==> config.mk <==
export PLATFORM = sky130hd
export DESIGN_NAME = capture_window_sequencer
export DESIGN_NICKNAME = d
export VERILOG_FILES = /design/src/rtl/cws_pkg.sv /design/src/rtl/cws_cfg.sv /design/src/rtl/cws_core.sv /design/src/rtl/capture_window_sequencer.sv
export SDC_FILE = /design/constraint.sdc
export NUM_CORES = 1
export LEC_CHECK = 0
export ABC_CLOCK_PERIOD_IN_PS = 7100
export BUFFER_PORTS_ARGS = -buffer_cell sky130_fd_sc_hd__buf_2
export CORE_AREA = 2 2 237 356
export CTS_CLUSTER_DIAMETER = 100
export DETAILED_ROUTE_END_ITERATION = 7
export DIE_AREA = 0 0 239 358
export PLACE_DENSITY = 0.5
export SETUP_SLACK_MARGIN = 0.5
export SLEW_MARGIN = 30
export SYNTH_ARGS = -nofsm -noshare
export SYNTH_HDL_FRONTEND = slang
export SYNTH_SLANG_ARGS = --single-unit
==> constraint.sdc <==
create_clock -name i_clk -period 7.1 [get_ports i_clk]
set_input_delay 0.355 -clock i_clk [delete_from_list [all_inputs] [get_ports i_clk]]
set_output_delay 0.355 -clock i_clk [all_outputs]
set_load 0.01 [all_outputs]
==> src/rtl/cws_pkg.sv <==
`timescale 1ns / 1ps
`default_nettype none
// ----------------------------------------------------------------------------
// Capture window sequencer package
// Shared widths, register indexes, limits and the structures that pass
// between the sequencer modules.
// ----------------------------------------------------------------------------
package cws_pkg;

    localparam int TIME_W  = 48;
    localparam int SWEEP_W = 48;
    localparam int PKT_W   = 32;
    localparam int LIM_W   = 20;
    localparam int CFG_IDX_W = 3;

    localparam int IN_DATA_W  = 136;
    localparam int OUT_DATA_W = 8;

    localparam logic [LIM_W-1:0] LIMIT_MAX = 20'd1000000;

    localparam logic [CFG_IDX_W-1:0] CFG_START_DELAY   = 3'd0;
    localparam logic [CFG_IDX_W-1:0] CFG_RUN_DURATION  = 3'd1;
    localparam logic [CFG_IDX_W-1:0] CFG_STOP_SWEEPS   = 3'd2;
    localparam logic [CFG_IDX_W-1:0] CFG_STOP_PACKETS  = 3'd3;
    localparam logic [CFG_IDX_W-1:0] CFG_RECORD_ENABLE = 3'd4;

    localparam logic OP_TICK = 1'b0;
    localparam logic OP_ARM  = 1'b1;

    typedef struct packed {
        logic [LIM_W-1:0] start_delay_ms;
        logic [LIM_W-1:0] run_duration_ms;
        logic [LIM_W-1:0] stop_after_sweeps;
        logic [LIM_W-1:0] stop_after_packets;
        logic             record_enable;
    } t_cfg;

    typedef struct packed {
        logic               op;
        logic [TIME_W-1:0]  now_time;
        logic [SWEEP_W-1:0] sweeps_done;
        logic [PKT_W-1:0]   packet_seq;
        logic               replay_on;
        logic               scan_on;
        logic               recording_on;
        logic               recording_fault;
        logic               record_start_fails;
    } t_item;

    typedef struct packed {
        logic record_stop_req;
        logic scan_stop_req;
        logic record_start_req;
        logic scan_start_req;
        logic start_error;
        logic running;
        logic armed;
    } t_result;

endpackage
`default_nettype wire

==> src/rtl/cws_cfg.sv <==
`timescale 1ns / 1ps
`default_nettype none
// ----------------------------------------------------------------------------
// Configuration registers
// Holds the run settings; limit registers saturate on write.
// ----------------------------------------------------------------------------
module cws_cfg (
    input  wire logic                             i_clk,
    input  wire logic                             i_rst_n,
    input  wire logic                             i_cfg_we,
    input  wire logic [cws_pkg::CFG_IDX_W-1:0]    i_cfg_index,
    input  wire logic [cws_pkg::LIM_W-1:0]        i_cfg_wdata,
    output cws_pkg::t_cfg                         o_cfg
);

    cws_pkg::t_cfg           r_cfg;
    logic [cws_pkg::LIM_W-1:0] n_limit;

    always_comb begin
        n_limit = (i_cfg_wdata > cws_pkg::LIMIT_MAX) ? cws_pkg::LIMIT_MAX : i_cfg_wdata;
    end

    always_ff @(posedge i_clk) begin
        if (!i_rst_n) begin
            r_cfg <= '0;
        end else if (i_cfg_we) begin
            unique case (i_cfg_index)
                cws_pkg::CFG_START_DELAY:   r_cfg.start_delay_ms     <= n_limit;
                cws_pkg::CFG_RUN_DURATION:  r_cfg.run_duration_ms    <= n_limit;
                cws_pkg::CFG_STOP_SWEEPS:   r_cfg.stop_after_sweeps  <= n_limit;
                cws_pkg::CFG_STOP_PACKETS:  r_cfg.stop_after_packets <= n_limit;
                cws_pkg::CFG_RECORD_ENABLE: r_cfg.record_enable      <= i_cfg_wdata[0];
                default: begin
                end
            endcase
        end
    end

    assign o_cfg = r_cfg;

endmodule
`default_nettype wire

==> src/rtl/cws_core.sv <==
`timescale 1ns / 1ps
`default_nettype none
// ----------------------------------------------------------------------------
// Sequencer core
// Run state and the single-pass arm, start and stop decisions for one request.
// ----------------------------------------------------------------------------
module cws_core (
    input  wire logic    i_clk,
    input  wire logic    i_rst_n,
    input  wire logic    i_advance,
    input  wire cws_pkg::t_cfg    i_cfg,
    input  wire cws_pkg::t_item   i_item,
    output cws_pkg::t_result o_result
);

    logic                         r_armed, n_armed;
    logic                         r_running, n_running;
    logic                         r_error, n_error;
    logic [cws_pkg::TIME_W-1:0]   r_start_time, n_start_time;
    logic [cws_pkg::TIME_W-1:0]   r_stop_time, n_stop_time;
    logic [cws_pkg::SWEEP_W-1:0]  r_sweeps_at_start, n_sweeps_at_start;
    logic [cws_pkg::PKT_W-1:0]    r_packets_at_start, n_packets_at_start;

    logic [cws_pkg::TIME_W-1:0]   arm_time;
    logic [cws_pkg::TIME_W-1:0]   end_time;
    logic [cws_pkg::SWEEP_W-1:0]  sweep_delta;
    logic [cws_pkg::PKT_W-1:0]    pkt_delta;
    logic                         stop_hit;
    logic                         disarm;
    logic                         rec_fail;

    assign arm_time = i_item.now_time
        + {{(cws_pkg::TIME_W-cws_pkg::LIM_W){1'b0}}, i_cfg.start_delay_ms};
    assign end_time = i_item.now_time
        + {{(cws_pkg::TIME_W-cws_pkg::LIM_W){1'b0}}, i_cfg.run_duration_ms};
    assign sweep_delta = i_item.sweeps_done - r_sweeps_at_start;
    assign pkt_delta   = i_item.packet_seq - r_packets_at_start;

    always_comb begin
        stop_hit = 1'b0;
        if ((i_cfg.run_duration_ms != '0) && (r_stop_time != '0)
            && (i_item.now_time >= r_stop_time)) begin
            stop_hit = 1'b1;
        end
        if ((i_cfg.stop_after_sweeps != '0) && (i_item.sweeps_done >= r_sweeps_at_start)
            && (sweep_delta >= {{(cws_pkg::SWEEP_W-cws_pkg::LIM_W){1'b0}},
                                i_cfg.stop_after_sweeps})) begin
            stop_hit = 1'b1;
        end
        if ((i_cfg.stop_after_packets != '0) && (i_item.packet_seq >= r_packets_at_start)
            && (pkt_delta >= {{(cws_pkg::PKT_W-cws_pkg::LIM_W){1'b0}},
                              i_cfg.stop_after_packets})) begin
            stop_hit = 1'b1;
        end
        if (i_item.recording_fault) begin
            stop_hit = 1'b1;
        end
    end

    always_comb begin
        n_armed            = r_armed;
        n_running          = r_running;
        n_error            = r_error;
        n_start_time       = r_start_time;
        n_stop_time        = r_stop_time;
        n_sweeps_at_start  = r_sweeps_at_start;
        n_packets_at_start = r_packets_at_start;
        o_result           = '0;
        disarm             = 1'b0;
        rec_fail           = 1'b0;

        if (i_item.op == cws_pkg::OP_ARM) begin
            if (r_armed) begin
                disarm = 1'b1;
            end else begin
                n_armed      = 1'b1;
                n_running    = 1'b0;
                n_error      = 1'b0;
                n_start_time = arm_time;
                n_stop_time  = '0;
            end
        end else if (!i_item.replay_on && r_armed) begin
            if (!r_running) begin
                if (i_item.now_time >= r_start_time) begin
                    n_running          = 1'b1;
                    n_sweeps_at_start  = i_item.sweeps_done;
                    n_packets_at_start = i_item.packet_seq;
                    n_error            = 1'b0;
                    o_result.scan_start_req = !i_item.scan_on;
                    if (i_cfg.record_enable && !i_item.recording_on) begin
                        o_result.record_start_req = 1'b1;
                        rec_fail = i_item.record_start_fails;
                    end
                    if (rec_fail) begin
                        n_error   = 1'b1;
                        n_armed   = 1'b0;
                        n_running = 1'b0;
                    end else begin
                        n_stop_time = (i_cfg.run_duration_ms != '0) ? end_time : '0;
                    end
                end
            end else if (stop_hit) begin
                disarm = 1'b1;
            end
        end

        if (disarm) begin
            n_armed            = 1'b0;
            n_running          = 1'b0;
            n_error            = 1'b0;
            n_start_time       = '0;
            n_stop_time        = '0;
            n_sweeps_at_start  = '0;
            n_packets_at_start = '0;
            o_result.record_stop_req = r_running && i_item.recording_on;
            o_result.scan_stop_req   = r_running && i_item.scan_on;
        end

        o_result.armed       = n_armed;
        o_result.running     = n_running;
        o_result.start_error = n_error;
    end

    always_ff @(posedge i_clk) begin
        if (!i_rst_n) begin
            r_armed            <= 1'b0;
            r_running          <= 1'b0;
            r_error            <= 1'b0;
            r_start_time       <= '0;
            r_stop_time        <= '0;
            r_sweeps_at_start  <= '0;
            r_packets_at_start <= '0;
        end else if (i_advance) begin
            r_armed            <= n_armed;
            r_running          <= n_running;
            r_error            <= n_error;
            r_start_time       <= n_start_time;
            r_stop_time        <= n_stop_time;
            r_sweeps_at_start  <= n_sweeps_at_start;
            r_packets_at_start <= n_packets_at_start;
        end
    end

endmodule
`default_nettype wire

==> src/rtl/capture_window_sequencer.sv <==
`timescale 1ns / 1ps
`default_nettype none
// ----------------------------------------------------------------------------
// Capture window sequencer
// Arms, starts and stops one capture run from tick and arm-toggle requests.
// ----------------------------------------------------------------------------
// The block takes one request per clock when not stalled and returns exactly
// one result per request, held first in the input register and then in the
// result register, with the decision logic between them. The result register
// lets a new request enter while the previous result waits to be taken.
// Configuration writes must be made while no request is in flight.
module capture_window_sequencer (
    input  wire logic                               i_clk,
    input  wire logic                               i_rst_n,
    input  wire logic                               s_axis_tvalid,
    output      logic                               s_axis_tready,
    // now_time[47:0], sweeps_done[95:48], packet_seq[127:96], replay_on[128],
    // scan_on[129], recording_on[130], recording_fault[131],
    // record_start_fails[132], zero fill[135:133]
    input  wire logic [cws_pkg::IN_DATA_W-1:0]      s_axis_tdata,
    // op[0]
    input  wire logic                               s_axis_tuser,
    output      logic                               m_axis_tvalid,
    input  wire logic                               m_axis_tready,
    // armed[0], running[1], start_error[2], scan_start_req[3],
    // record_start_req[4], scan_stop_req[5], record_stop_req[6], zero fill[7]
    output      logic [cws_pkg::OUT_DATA_W-1:0]     m_axis_tdata,
    input  wire logic                               i_cfg_we,
    input  wire logic [cws_pkg::CFG_IDX_W-1:0]      i_cfg_index,
    input  wire logic [cws_pkg::LIM_W-1:0]          i_cfg_wdata
);

    logic                r_in_valid;
    cws_pkg::t_item      r_in_item;
    cws_pkg::t_item      n_in_item;
    logic                r_out_valid;
    cws_pkg::t_result    r_out_result;
    cws_pkg::t_result    core_result;
    cws_pkg::t_cfg       cfg;
    logic                advance;

    assign advance       = r_in_valid && (!r_out_valid || m_axis_tready);
    assign s_axis_tready = !r_in_valid || advance;

    always_comb begin
        n_in_item.op                 = s_axis_tuser;
        n_in_item.now_time           = s_axis_tdata[47:0];
        n_in_item.sweeps_done        = s_axis_tdata[95:48];
        n_in_item.packet_seq         = s_axis_tdata[127:96];
        n_in_item.replay_on          = s_axis_tdata[128];
        n_in_item.scan_on            = s_axis_tdata[129];
        n_in_item.recording_on       = s_axis_tdata[130];
        n_in_item.recording_fault    = s_axis_tdata[131];
        n_in_item.record_start_fails = s_axis_tdata[132];
    end

    always_ff @(posedge i_clk) begin
        if (!i_rst_n) begin
            r_in_valid <= 1'b0;
        end else if (s_axis_tready) begin
            r_in_valid <= s_axis_tvalid;
        end
    end

    always_ff @(posedge i_clk) begin
        if (s_axis_tvalid && s_axis_tready) begin
            r_in_item <= n_in_item;
        end
    end

    cws_cfg u_cfg (
        .i_clk       (i_clk),
        .i_rst_n     (i_rst_n),
        .i_cfg_we    (i_cfg_we),
        .i_cfg_index (i_cfg_index),
        .i_cfg_wdata (i_cfg_wdata),
        .o_cfg       (cfg)
    );

    cws_core u_core (
        .i_clk     (i_clk),
        .i_rst_n   (i_rst_n),
        .i_advance (advance),
        .i_cfg     (cfg),
        .i_item    (r_in_item),
        .o_result  (core_result)
    );

    always_ff @(posedge i_clk) begin
        if (!i_rst_n) begin
            r_out_valid <= 1'b0;
        end else if (advance) begin
            r_out_valid <= 1'b1;
        end else if (m_axis_tready) begin
            r_out_valid <= 1'b0;
        end
    end

    always_ff @(posedge i_clk) begin
        if (advance) begin
            r_out_result <= core_result;
        end
    end

    assign m_axis_tvalid = r_out_valid;
    assign m_axis_tdata  = {1'b0, r_out_result};

endmodule
`default_nettype wire

==> Yosys cells after proc, flatten, opt, wreduce, memory -nomap -nowiden <==
Cells that the tools add are included.
W data, S select, Z words.
{ "classes": {"mux": 59, "reduce_logical": 39, "bitwise": 2, "eq_ne": 10, "n_addsub": 4, "order_cmp": 7} }
{ "ops": {"columns": ["operator", "n"], "rows": [
  ["$mux W48", 16],
  ["$mux W32", 5],
  ["$ge A48 B48 Y1", 3],
  ["$add A48 B20 Y48", 2],
  ["$reduce_bool A20 Y1", 3],
  ["$ge A48 B20 Y1", 1],
  ["$reduce_bool A48 Y1", 1],
  ["$sub A48 B48 Y48", 1],
  ["$mux W1", 37],
  ["$ge A32 B20 Y1", 1],
  ["$ge A32 B32 Y1", 1],
  ["$sub A32 B32 Y32", 1],
  ["$gt A20 B20 Y1 const B", 1],
  ["$mux W20", 1],
  ["$logic_and A1 B1 Y1", 12],
  ["$reduce_and A2 Y1", 5],
  ["$reduce_bool A2 Y1", 4],
  ["$eq A3 B2 Y1 const B", 2],
  ["$ne A3 B3 Y1 const B", 2],
  ["$reduce_and A6 Y1", 1],
  ["$reduce_bool A3 Y1", 2],
  ["$logic_not A1 Y1", 5],
  ["$reduce_and A5 Y1", 1],
  ["$ne A2 B2 Y1 const B", 2],
  ["other kinds (9)", 11]
]} }
{ "word_totals": {"wordCells": 151, "ff_bits": 403, "in_bits": 165} }

==> Depth between registers and ports, before layout <==
Gate-level depths: netlist of the first run.
{ "depth": {"ltp_word": 13, "mapped_depth": 26, "depth_no_buf": 24} }

==> Hierarchy <==
A second synthesis of the first run with hierarchy kept.
{ "unflattened": {"hier_cells": 3287, "hier_area_um2": 28118.2} }
{ "modules_own_cells": {"columns": ["mod", "cells_per_inst", "area_each_um2", "seq_area_each_um2", "n_inst"], "rows": [
  ["cws_core", 2751, 20335.8, 3583.4, 1],
  ["capture_window_sequencer", 152, 4349.2, 4274.1, 1],
  ["cws_cfg", 384, 3433.3, 1621.6, 1]
]} }

==> Least setup slack after synthesis of the first run <==
No wires, ideal clock.
{ "synth_timing": {"path_type": "flip-flop to flip-flop", "from": "reg r_in_item[37] in the netlist's numbering", "to": "reg u_core.r_stop_time[24] in the netlist's numbering", "t_required_ps": 7020, "stages_incl_launch_ff": 26, "arrival_ps": 5282, "path_buffers": 2, "path_slack_ps": 1738, "synth_period_minus_slack_ps": 5362, "setup_ps": 80, "cell_sequence": "edfxtp_1 -> inv_1 -> ha_1 -> inv_1 -> fa_1 -> a21oi_1 -> o211ai_1 -> a31o_2 -> a21oi_1 -> o21ai_0 -> xor2_1 -> ha_1 -> a21oi_1 -> nand2_1 -> a211o_1 -> a2111oi_0 -> o2111ai_1 -> nor4_2 -> o2111ai_1 -> or4_1 -> nor4b_2 -> a41o_2 -> a41oi_2 -> buf_2 -> buf_6 -> o22ai_2"} }
{ "synth_via": {"elab_chain_len": 12, "word_cells_on_any_way": 19, "classes_between": "1 x add/sub; 2 x order compare; 3 x eq/ne; 8 x mux; 5 x reduce/logical"} }
{ "synth_rtl": {"columns": ["item", "line_no", "rtl"], "rows": [
  ["from (decl)", "capture_window_sequencer.sv:34", "cws_pkg::t_item r_in_item;"],
  ["from (signal assigned)", "capture_window_sequencer.sv:67", "r_in_item <= n_in_item;"],
  ["$sub A48 B48 Y48 or $ge A48 B48 Y1 (tied branches)", "cws_core.sv:36, cws_core.sv:45", null],
  ["$ge A48 B20 Y1 or $logic_and A1 B1 Y1 (tied branches)", "cws_core.sv:46, cws_core.sv:45", null],
  ["$logic_and A1 B1 Y1 (*)", "cws_core.sv:46", "&& (sweep_delta >= {{(cws_pkg::SWEEP_W-cws_pkg::LIM_W){1'b0}},"],
  ["$mux W1 (*)", "cws_core.sv:45", "if ((i_cfg.stop_after_sweeps != '0) && (i_item.sweeps_done >= r_sweeps_at_start)"],
  ["$mux W1 (*)", "cws_core.sv:50", "if ((i_cfg.stop_after_packets != '0) && (i_item.packet_seq >= r_packets_at_start)"],
  ["$mux W1 (*)", "cws_core.sv:55", "if (i_item.recording_fault) begin"],
  ["$mux W1 (*)", "cws_core.sv:102", "end else if (stop_hit) begin"],
  ["$mux W1 (*)", "cws_core.sv:83", "if (!r_running) begin"],
  ["$mux W1 (*)", "cws_core.sv:82", "end else if (!i_item.replay_on && r_armed) begin"],
  ["$mux W1 (*)", "cws_core.sv:72", "if (i_item.op == cws_pkg::OP_ARM) begin"],
  ["$ne A3 B3 Y1 (no source line) (tied with other cells)", null, null],
  ["$reduce_and A6 Y1 (no source line)", null, null],
  ["to (signal assigned)", "cws_core.sv:138", "r_stop_time <= n_stop_time;"],
  ["to (decl)", "cws_core.sv:20", "logic [cws_pkg::TIME_W-1:0] r_stop_time, n_stop_time;"]
]} }
Mark *: on every way between the ends. The rest lies on a longest branch, timed or not.
A chain may end at the register's enable or synchronous reset.

==> Worst setup path after layout of the first run <==
{ "layout_timing": {"from": "reg r_in_item[37] in the netlist's numbering", "to": "reg u_core.r_start_time[26] in the netlist's numbering"} }
{ "layout_via": {"elab_chain_len": 12, "word_cells_on_any_way": 16, "classes_between": "1 x add/sub; 2 x order compare; 1 x eq/ne; 8 x mux; 4 x reduce/logical"} }
{ "layout_rtl": {"columns": ["item", "line_no", "rtl"], "rows": [
  ["$sub A48 B48 Y48 or $ge A48 B48 Y1 (tied branches)", "cws_core.sv:36, cws_core.sv:45", null],
  ["$ge A48 B20 Y1 or $logic_and A1 B1 Y1 (tied branches)", "cws_core.sv:46, cws_core.sv:45", null],
  ["$logic_and A1 B1 Y1 (*)", "cws_core.sv:46", null],
  ["$mux W1 (*)", "cws_core.sv:45", null],
  ["$mux W1 (*)", "cws_core.sv:50", null],
  ["$mux W1 (*)", "cws_core.sv:55", null],
  ["$mux W1 (*)", "cws_core.sv:102", null],
  ["$mux W1 (*)", "cws_core.sv:83", null],
  ["$mux W1 (*)", "cws_core.sv:82", null],
  ["$mux W1 (*)", "cws_core.sv:72", null],
  ["$ne A2 B2 Y1 (no source line) or $reduce_bool A2 Y1 (tied branches)", null, null],
  ["$reduce_and A3 Y1 (no source line)", null, null],
  ["to (signal assigned)", "cws_core.sv:137", "r_start_time <= n_start_time;"],
  ["to (decl)", "cws_core.sv:19", "logic [cws_pkg::TIME_W-1:0] r_start_time, n_start_time;"]
]} }
Marked as above.

==> results.ini, run 1 <==
[run_status]
status=finished clean

[critical_path]
cp.arrival_ps=6580
max_stage_delay_ps=560
cp_top_family=compound AO/OA/AOI/OAI gates
critPathMaxFanout=49
cp.required_ps=7620
path_cells=inv_1 -> ha_1 -> inv_1 -> fa_1 -> a21oi_1 -> o211ai_1 -> a31o_2 -> a21oi_2 -> o21ai_0 -> xor2_1 -> ha_1 -> a21oi_1 -> nand2_1 -> a211o_1 -> a2111oi_0 -> o2111ai_1 -> nor4_2 -> o2111ai_1 -> or4_1 -> nor4b_2 -> a41o_4 -> a31oi_4 -> buf_4 -> o22ai_1
r2r_end=u_core.r_start_time[26]
crit_path_start_kind=register
rrSetupSlack_ps=1040
rr_startpoint=r_in_item[37]
path_class=reg -> reg
cpMaxStageDelayCell=or4_1
endpoint_kind=register
cp_num_buf_inv=3
reg2regPathDepth=24

[yosys]
synth-main-ff-cell=dfxtp_1
ys_seq_area_frac=0.385
yosys_warnings=0
synth_area_um2=24600
synth-seq-cells=403
synth_edf_count=141
synth_cell_types=80
avgSynthCellArea_um2=9.09
syn_nets=3129
synthArstFlopShare=0
postSynthCellCount=2704

[global_route]
top_usage_layer=met2
grt_pass1_vias=20700
antenna_found_initial=5
met1_usage=0.188
grt_max_degree=91
grt_pass1_wl_um=113000
overflow=0
grt_usage=0.169
met3_usage=0.0218
met2_usage=0.326

[clock_tree]
cts-root-buf=clkbuf_16
htree_levels=2
cts_buffers=45
clk_latency_ps=600
cts_buffer_depth=3
cts_sinks=403
clkTransAtPathRegs_ps=60
cts_tree=yes

[sta]
setup_tns_ps=0
fmax_mhz=165
tightest_slew_ps=984
max_slew_margin=0.327
setup_violations=0
skew_ps=36.3
fin_crit_ps=6060
min_period_over_period=0.854
report.final.hold_viol_count=0
rsz0062_at_grt=false
slew_violations=0

[power]
power.density_nw_per_um2=199
p_leak_nw=11.1
vdd_drop_max_v=0.000197

[route]
drc_errors=0
avgRoutedWirePerCell_um=18.2
vias=20500
first_pass_iters=5
vias_per_cell=5.04
routed_wl_um=74000
drt-initial-drc-count=1143
ant_nets=0

[floorplanning]
ios=175
core_area_um2=82300
fp.dieArea_um2=85600
rows=129
dieWidth_um=239
die_h_um=358
initial_core_util=0.299

[finish]
multi_input_area_um2=13800
final_util=0.357
final_cell_mix=nand2_1 (316), dfxtp_1 (262), ha_1 (256)
fin_nets=3400
fill_cells=8520
final_common_cell=nand2_1
final_area_um2=29400
final-seq-area_um2=9480
drive_gt1_frac=0.106
syn2layout_area_growth_pct=19.6

[hold_path]
holdPathStages=1
hold_path_startpoint=s_axis_tdata[1]
hp-class=in -> reg
min_to=r_in_item[86]

[run]
drv_cap=0

[placement]
gp_congestion=0.949
post-dp-hpwl_um=56000
place_area_um2=26500
port_buffers=170

## what timing repair did
action / in CTS / in global routing
endpoints found under the hold margin: 132 / 0
hold buffers: 132 / 0
setup buffers: 0 / 1
resized for setup: 0 / 3
setup endpoints to repair: 0 / 177
## logic make-up after synthesis
kind of cell,after synthesis,synth area share
compound gates,763,0.219
flops,403,0.385
simple gates,778,0.151
other cells,1,0.000153
mux,6,0.00244
fa+ha+maj,260,0.134
buf+inv,351,0.0582
xor+xnor,142,0.0506
## cells in the mapped netlist, types with 11 or more instances
master       n  share of area
nand2_1    316          0.048
dfxtp_1    262           0.21
ha_1       256           0.13
inv_1      253          0.039
a21oi_1    157          0.032
edfxtp_1   141           0.17
nor2_1     139          0.021
o21ai_0    103          0.021
a22o_1      80          0.028
xnor2_1     75          0.027
a21boi_0    72          0.022
clkbuf_1    68          0.010
xor2_1      67          0.024
o22ai_1     59          0.015
nand3_1     51          0.010
a21o_1      50          0.015
nor3_1      41         0.0083
nor4_1      41          0.010
nand4_1     37         0.0094
o22ai_2     30          0.015
nor2b_1     28         0.0071
a211oi_1    27         0.0082
and2_1      27         0.0069
and3_1      26         0.0066
o21a_1      26         0.0079
o211ai_1    19         0.0058
nand2b_1    17         0.0043
a31oi_1     16         0.0041
o211a_1     16         0.0065
buf_2       12         0.0024
o2111ai_1   12         0.0043
buf_6       11         0.0050
## worst max-delay path by stage
stage | start | to | slack, ps | cells after the start
4_1_cts | r_in_item[37] | u_core.r_sweeps_at_start[4] | 670 | 24
2_1_floorplan | r_in_item[37] | u_core.r_stop_time[24] | 1740 | 25
6_report | r_in_item[37] | u_core.r_start_time[26] | 1040 | 24
3_5_place_dp | r_in_item[37] | u_core.r_sweeps_at_start[3] | 680 | 24
5_1_grt | r_in_item[37] | u_core.r_start_time[14] | 530 | 24
3_3_place_gp | r_in_item[37] | u_core.r_sweeps_at_start[0] | 650 | 24
## per-layer routing
layer,up-vias,part of all wire
met5,-,0.00039
met1,9610,0.41
li1,10400,-
met4,4,0.032
met2,348,0.53
met3,132,0.031
## state kept, by name, summed over array words and instances (netlist names)
signal	cells
m_axis_tvalid	1
m_axis_tdata	7
u_core.r_running	1
r_in_item	134
u_core.r_packets_at_start	32
u_core.r_error	1
r_in_valid	1
u_core.r_sweeps_at_start	48
u_cfg.o_cfg	81
u_core.r_armed	1
u_core.r_start_time	48
u_core.r_stop_time	48
## power breakdown
group | total (W) | internal [W] | leakage [nW] | switching (W)
logic | 0.000862 | 0.000372 | 6.87 | 0.000490
clock network | 0.00244 | 0.00143 | 0.758 | 0.00101
registers | 0.00254 | 0.00247 | 3.50 | 0.0000736
total | 0.00585 | 0.00428 | 11.1 | 0.00157
## cell type report
cell class	count	area share
repair buffers	320	0.0807
well taps	1048	0.0446
diodes	1	0.0000851
flip-flops and latches	403	0.322
inverters	254	0.0324
clock inverters	15	0.00477
multi-input cells	1951	0.468
clock buffers	69	0.0474
## through the flow
stage | worst slack (ps) | hold slack, ps | std cells | total power, W
6_report | 1040 | 46.4 | 4061 | 0.00585
4_1_cts | 666 | 7.58 | 4057 | 0.00594
5_1_grt | 529 | 11.5 | 4060 | 0.00613
3_5_place_dp | 684 | 454 | 3841 | 0.00340
3_3_place_gp | 652 | 455 | 3840 | 0.00340
2_1_floorplan | 1740 | 439 | 2704 | 0.00313
No activity file was read; power rests on OpenSTA's default activity.
==> inputs of run 2 (changes only) <==
--- a/config.mk
+++ b/config.mk
@@ -11,6 +11,8 @@
 export CTS_CLUSTER_DIAMETER = 100
 export DETAILED_ROUTE_END_ITERATION = 7
 export DIE_AREA = 0 0 239 358
+export GPL_ROUTABILITY_DRIVEN = 0
+export MAX_ROUTING_LAYER = met4
 export PLACE_DENSITY = 0.5
 export SETUP_SLACK_MARGIN = 0.5
 export SLEW_MARGIN = 30
==> run 2 against run 1 <==
  * Combinational power about the same
  * Sequential power hardly changed
  * Clock skew increased by 4.5 ps
  * Total power is 1.7% higher
  * Design area grew 0.38%
  * Highest routed layer is now met4
  * First-iteration DRC count is 1.7% higher
  * Global-route usage rose by 0.32 points
  * Clock power rose by 5%
  * Final cell count rose by 0.22%
  * Wire length down 1.1%
  * Utilization up 0.14 points
==> results.ini, run 2 (synthesis results as in run 1) <==
[route]
drc_errors=0  ; unchanged
routed_wl_um=73100  ; -1.1%
vias=20600  ; +0.56%
drt-initial-drc-count=1162  ; +1.7%
ant_nets=0  ; unchanged
first_pass_iters=5  ; unchanged
avgRoutedWirePerCell_um=18.0  ; -1.3%
vias_per_cell=5.05  ; +0.34%

[floorplanning]
rows=129  ; unchanged
initial_core_util=0.299  ; unchanged
dieWidth_um=239  ; unchanged
die_h_um=358  ; unchanged
core_area_um2=82300  ; unchanged
fp.dieArea_um2=85600  ; unchanged
ios=175  ; unchanged

[sta]
setup_tns_ps=0  ; unchanged
min_period_over_period=0.872  ; +0.0175
report.final.hold_viol_count=0  ; unchanged
skew_ps=40.8  ; +4.48 ps
rsz0062_at_grt=false
tightest_slew_ps=916  ; -68.4 ps
slew_violations=0  ; unchanged
setup_violations=0  ; unchanged
max_slew_margin=0.390  ; +0.0625
fmax_mhz=162  ; -2.0%
fin_crit_ps=6190  ; +124 ps

[finish]
drive_gt1_frac=0.108  ; +0.00244
largest_reg_flops=134  ; unchanged
largest_register=r_in_item
final_cell_mix=nand2_1 (316), dfxtp_1 (262), ha_1 (256)
final_common_cell=nand2_1
syn2layout_area_growth_pct=20.0
multi_input_area_um2=13700  ; -0.14%
final-seq-area_um2=9480  ; unchanged
final_area_um2=29500  ; +0.38%
fin_nets=3405  ; +0.15%
fill_cells=8484  ; -0.42%

[clock_tree]
cts_sinks=403  ; unchanged
htree_levels=2  ; unchanged
clkTransAtPathRegs_ps=60  ; about the same
cts_buffers=47  ; +4.4%
clk_latency_ps=610  ; about the same
cts-root-buf=clkbuf_16
cts_buffer_depth=3  ; unchanged
cts_tree=yes

[critical_path]
cpMaxStageDelayCell=or4_1
path_class=reg -> reg
max_stage_delay_ps=550  ; about the same
crit_path_start_kind=register
cp.arrival_ps=6720  ; +140 ps
endpoint_kind=register
cp.required_ps=7630  ; about the same
critPathMaxFanout=28  ; -43%

[power]
p_leak_nw=11.2  ; +0.52%
vdd_drop_max_v=0.000177  ; -10%
power.density_nw_per_um2=202  ; +1.3%

[placement]
post-dp-hpwl_um=55700  ; -0.60%
place_area_um2=26500  ; about the same
port_buffers=170  ; unchanged

[global_route]
grt_usage=0.172  ; +0.00319
antenna_found_initial=6  ; +1
grt_pass1_vias=20300  ; -1.9%
overflow=0  ; unchanged
grt_pass1_wl_um=112000  ; -1.1%
grt_max_degree=91  ; unchanged

[run]
drv_cap=0  ; unchanged

[run_status]
status=finished clean

[hold_path]
hp-class=in -> reg

[run 2: changes by cell type in the layout (fill, tap and decap cells not counted), moves of 3 or more]
cell,delta
clkbuf_1,-8
clkinv_1,+3
diode_2,+3
clkinv_2,+3
dlygate4sd3_1,+3
[run 2: what timing repair did]
action / 4_1_cts / 5_1_grt
setup endpoints to repair: 0 / 162
hold endpoints to repair: 135 / 0
buffers inserted: 0 / 2
gates resized for setup: 0 / 2
hold buffers: 135 / 0
[run 2: path summary, 6_finish.rpt]
kind | start | endpoint | slack (ps) | cells past startpoint
max | r_in_item[37] | u_core.r_sweeps_at_start[5] | 910 | 25
max reg2reg | r_in_item[37] | u_core.r_sweeps_at_start[5] | 910 | 25
min reg2reg | u_core.r_start_time[46] | u_core.r_start_time[46] | 460 | 2
min | i_cfg_wdata[0] | u_cfg.o_cfg[0] | 100 | 3
[run 2: layout make-up]
class                      instances  area share
multi-input combinational       1950       0.465
clock inverter                    26     0.00788
timing repair buffer             324      0.0821
clock buffer                      61      0.0466
tap                             1048      0.0444
inverter                         254      0.0323
antenna                            4    0.000339
sequential                       403       0.321
[run 2: layer usage]
layer,vias up,track usage,wire length [µm]
met3,134,0.0235,2540
met5,-,-,0
met4,0,0.0539,2140
met1,9673,0.183,29700
li1,10400,-,-
met2,395,0.325,38800
[run 2: worst max-delay path: cells and delay by family (launching register included)]
kind | cells | cell delay (ps)
buffers and inverters | 4 | 450
adder cells (fa/ha/maj) | 3 | 860
XOR/XNOR | 1 | 170
flip-flops | 1 | 400
AO/OA/AOI/OAI | 13 | 3170
AND/OR/NAND/NOR | 4 | 1020
[run 2: where the power goes]
group | internal [W] | switching, W | leakage, nW
combinational | 0.000373 | 0.000488 | 6.88
sequential | 0.00247 | 0.0000730 | 3.50
clock | 0.00148 | 0.00106 | 0.799
[run 2: through the flow]
| step | power [W] | setup WS, ps | hold slack, ps | utilization | cells |
|---|---|---|---|---|---|
| after floorplan | 0.00313 | 1740 | 439 | - | 2704 |
| after global placement | 0.00339 | 837 | 455 | 0.321 | 3840 |
| after detailed placement | 0.00340 | 791 | 454 | 0.322 | 3840 |
| after CTS | 0.00606 | 708 | 47.2 | 0.357 | 4062 |
| after global routing | 0.00623 | 502 | 94.6 | 0.359 | 4070 |
| final | 0.00595 | 911 | 95.8 | 0.359 | 4070 |
==> inputs of run 3 (changes only) <==
--- a/config.mk
+++ b/config.mk
@@ -8,6 +8,7 @@
 export ABC_CLOCK_PERIOD_IN_PS = 7100
 export BUFFER_PORTS_ARGS = -buffer_cell sky130_fd_sc_hd__buf_2
 export CORE_AREA = 2 2 237 356
+export CTS_BUF_LIST = sky130_fd_sc_hd__clkbuf_8
 export CTS_CLUSTER_DIAMETER = 100
 export DETAILED_ROUTE_END_ITERATION = 7
 export DIE_AREA = 0 0 239 358
==> run 3 against run 2 <==
  * Sequential cell count is the same
  * Sequential power is essentially flat
  * Fmax is essentially flat
  * Clock skew grew 1.5 ps
  * Combinational power is essentially flat
  * Non-clock buffer count grew 4
  * Total power shrank 3.8%
  * Clock-buffer cell count grew 26
  * Critical endpoint unchanged
==> results.ini, run 3 (synthesis results as in run 1) <==
[route]
ant_nets=0  ; unchanged
first_pass_iters=5  ; unchanged
routed_wl_um=73300  ; +0.24%
vias=20700  ; +0.45%
drc_errors=0  ; unchanged
vias_per_cell=5.01  ; -0.79%
drt-initial-drc-count=1190  ; +2.4%
avgRoutedWirePerCell_um=17.8  ; -1.0%

[power]
p_leak_nw=11.2  ; +0.63%
power.density_nw_per_um2=194  ; -3.6%
vdd_drop_max_v=0.000147  ; -17%
total_power_w=0.00572  ; -3.8%

[sta]
hold-worst-slack_ps=81.4  ; -14.4 ps
worst_slack_ps=915  ; +3.74 ps
skew_ps=42.3  ; +1.52 ps
rsz0062_at_grt=false
slew_violations=0  ; unchanged
setup_violations=0  ; unchanged
fin_crit_ps=6180  ; -3.74 ps
tightest_slew_ps=903  ; -12.8 ps
max_slew_margin=0.398  ; +0.00852
min_period_over_period=0.871  ; about the same
fmax_mhz=162  ; about the same
report.final.hold_viol_count=0  ; unchanged
setup_tns_ps=0  ; unchanged

[floorplanning]
dieWidth_um=239  ; unchanged
core_area_um2=82300  ; unchanged
fp.dieArea_um2=85600  ; unchanged
ios=175  ; unchanged
initial_core_util=0.299  ; unchanged
rows=129  ; unchanged
die_h_um=358  ; unchanged

[finish]
drive_gt1_frac=0.117  ; +0.00863
fin_nets=3435  ; +0.88%
largest_reg_flops=134  ; unchanged
largest_register=r_in_item
final_area_um2=29500  ; -0.17%
syn2layout_area_growth_pct=19.8
fill_cells=8529  ; +0.53%
final_common_cell=nand2_1
final_cell_mix=nand2_1 (316), inv_1 (273), dfxtp_1 (262)

[run]
drv_cap=0  ; unchanged

[critical_path]
endpoint=u_core.r_sweeps_at_start[5]
rrSetupSlack_ps=920  ; about the same
rr_startpoint=r_in_item[37]
r2r_end=u_core.r_sweeps_at_start[5]
path_class=reg -> reg
reg2regPathDepth=25  ; unchanged
endpoint_kind=register
critPathLaunch=r_in_item[37]
crit_path_start_kind=register
cp.required_ps=7710  ; +80 ps
cp.arrival_ps=6790  ; +70 ps
critPathMaxFanout=28  ; unchanged

[global_route]
grt_max_degree=91  ; unchanged
grt_pass1_vias=20600  ; +1.4%
overflow=0  ; unchanged
antenna_found_initial=6  ; unchanged
grt_pass1_wl_um=112000  ; +0.40%
grt_usage=0.173  ; +0.00132

[hold_path]
hp-class=in -> reg

[clock_tree]
clk_latency_ps=690  ; +80 ps
cts_buffers=73  ; +55%
htree_levels=3  ; +1
cts_sinks=403  ; unchanged
clkTransAtPathRegs_ps=70  ; about the same
cts_tree=yes
cts_buffer_depth=3  ; unchanged
cts-root-buf=clkbuf_8

[placement]
place_area_um2=26500  ; unchanged
post-place-ws_ps=791  ; unchanged
port_buffers=170  ; unchanged
post-dp-hpwl_um=55700  ; unchanged

[run_status]
status=finished clean

==> run 3: layout make-up <==
class                   instances  area [µm²]  share of cell area
repair buffers                328        2460              0.0836
diodes                          4        10.0            0.000340
inverters                     254         953              0.0324
well taps                    1048        1310              0.0445
flip-flops and latches        403        9480               0.322
clock buffers                  87        1200              0.0406
multi-input cells            1950       13700               0.466
clock inverters                47         322              0.0109
==> run 3: repair_timing <==
action | in CTS | in global routing
hold buffers | 139 | 0
hold endpoints to repair | 141 | 0
gates resized for setup | 0 | 2
buffers inserted | 0 | 2
endpoints found under the setup margin | 0 | 162
==> run 3: metrics by stage <==
stage               cells   util
global placement     3840  0.321
finish               4121  0.358
CTS                  4113  0.357
floorplan            2704      -
global route         4121  0.358
detailed placement   3840  0.322
==> run 3: worst min-delay path by stage <==
stage                                             from                           end  slack, ps  cells past startpoint
after floorplan                u_core.r_start_time[46]       u_core.r_start_time[46]        440                      2
after global placement    u_core.r_packets_at_start[2]  u_core.r_packets_at_start[2]        460                      1
after detailed placement  u_core.r_sweeps_at_start[19]  u_core.r_sweeps_at_start[19]        450                      1
after CTS                              i_cfg_wdata[17]               u_cfg.o_cfg[58]         20                      3
after global routing                   i_cfg_wdata[17]               u_cfg.o_cfg[58]         70                      3
final                                  i_cfg_wdata[17]               u_cfg.o_cfg[58]         80                      3
==> run 3: layer usage <==
| metal | GRT usage | wire (µm) | vias up |
|---|---|---|---|
| li1 | - | - | 10400 |
| met1 | 0.183 | 29700 | 9675 |
| met2 | 0.324 | 38700 | 403 |
| met3 | 0.0229 | 2540 | 146 |
| met4 | 0.0694 | 2350 | 0 |
| met5 | - | 0 | - |
==> run 3: critical path, stage by stage (launching register included) <==
cell and delay, ps:
edfxtp_1 400, inv_1 80, ha_1 150, inv_1 50, fa_1 400, a21oi_2 220
o211ai_1 180, a31o_2 290, a21oi_1 330, o21ai_0 150, xor2_1 160, ha_1 310
a21oi_1 150, nand2_1 80, a211o_1 320, a2111oi_0 380, o2111ai_1 190, nor4_2 170
o2111ai_1 140, or4_1 550, nor4b_2 220, a41o_2 390, a31o_4 260, buf_12 150
buf_12 170, a22o_1 150
==> run 3: where the power goes <==
part / total, W / internal (W) / switching [W]
combinational: 0.000862 / 0.000374 / 0.000488
clock: 0.00232 / 0.00126 / 0.00105
sequential: 0.00254 / 0.00247 / 0.0000731
total: 0.00572 / 0.00411 / 0.00161
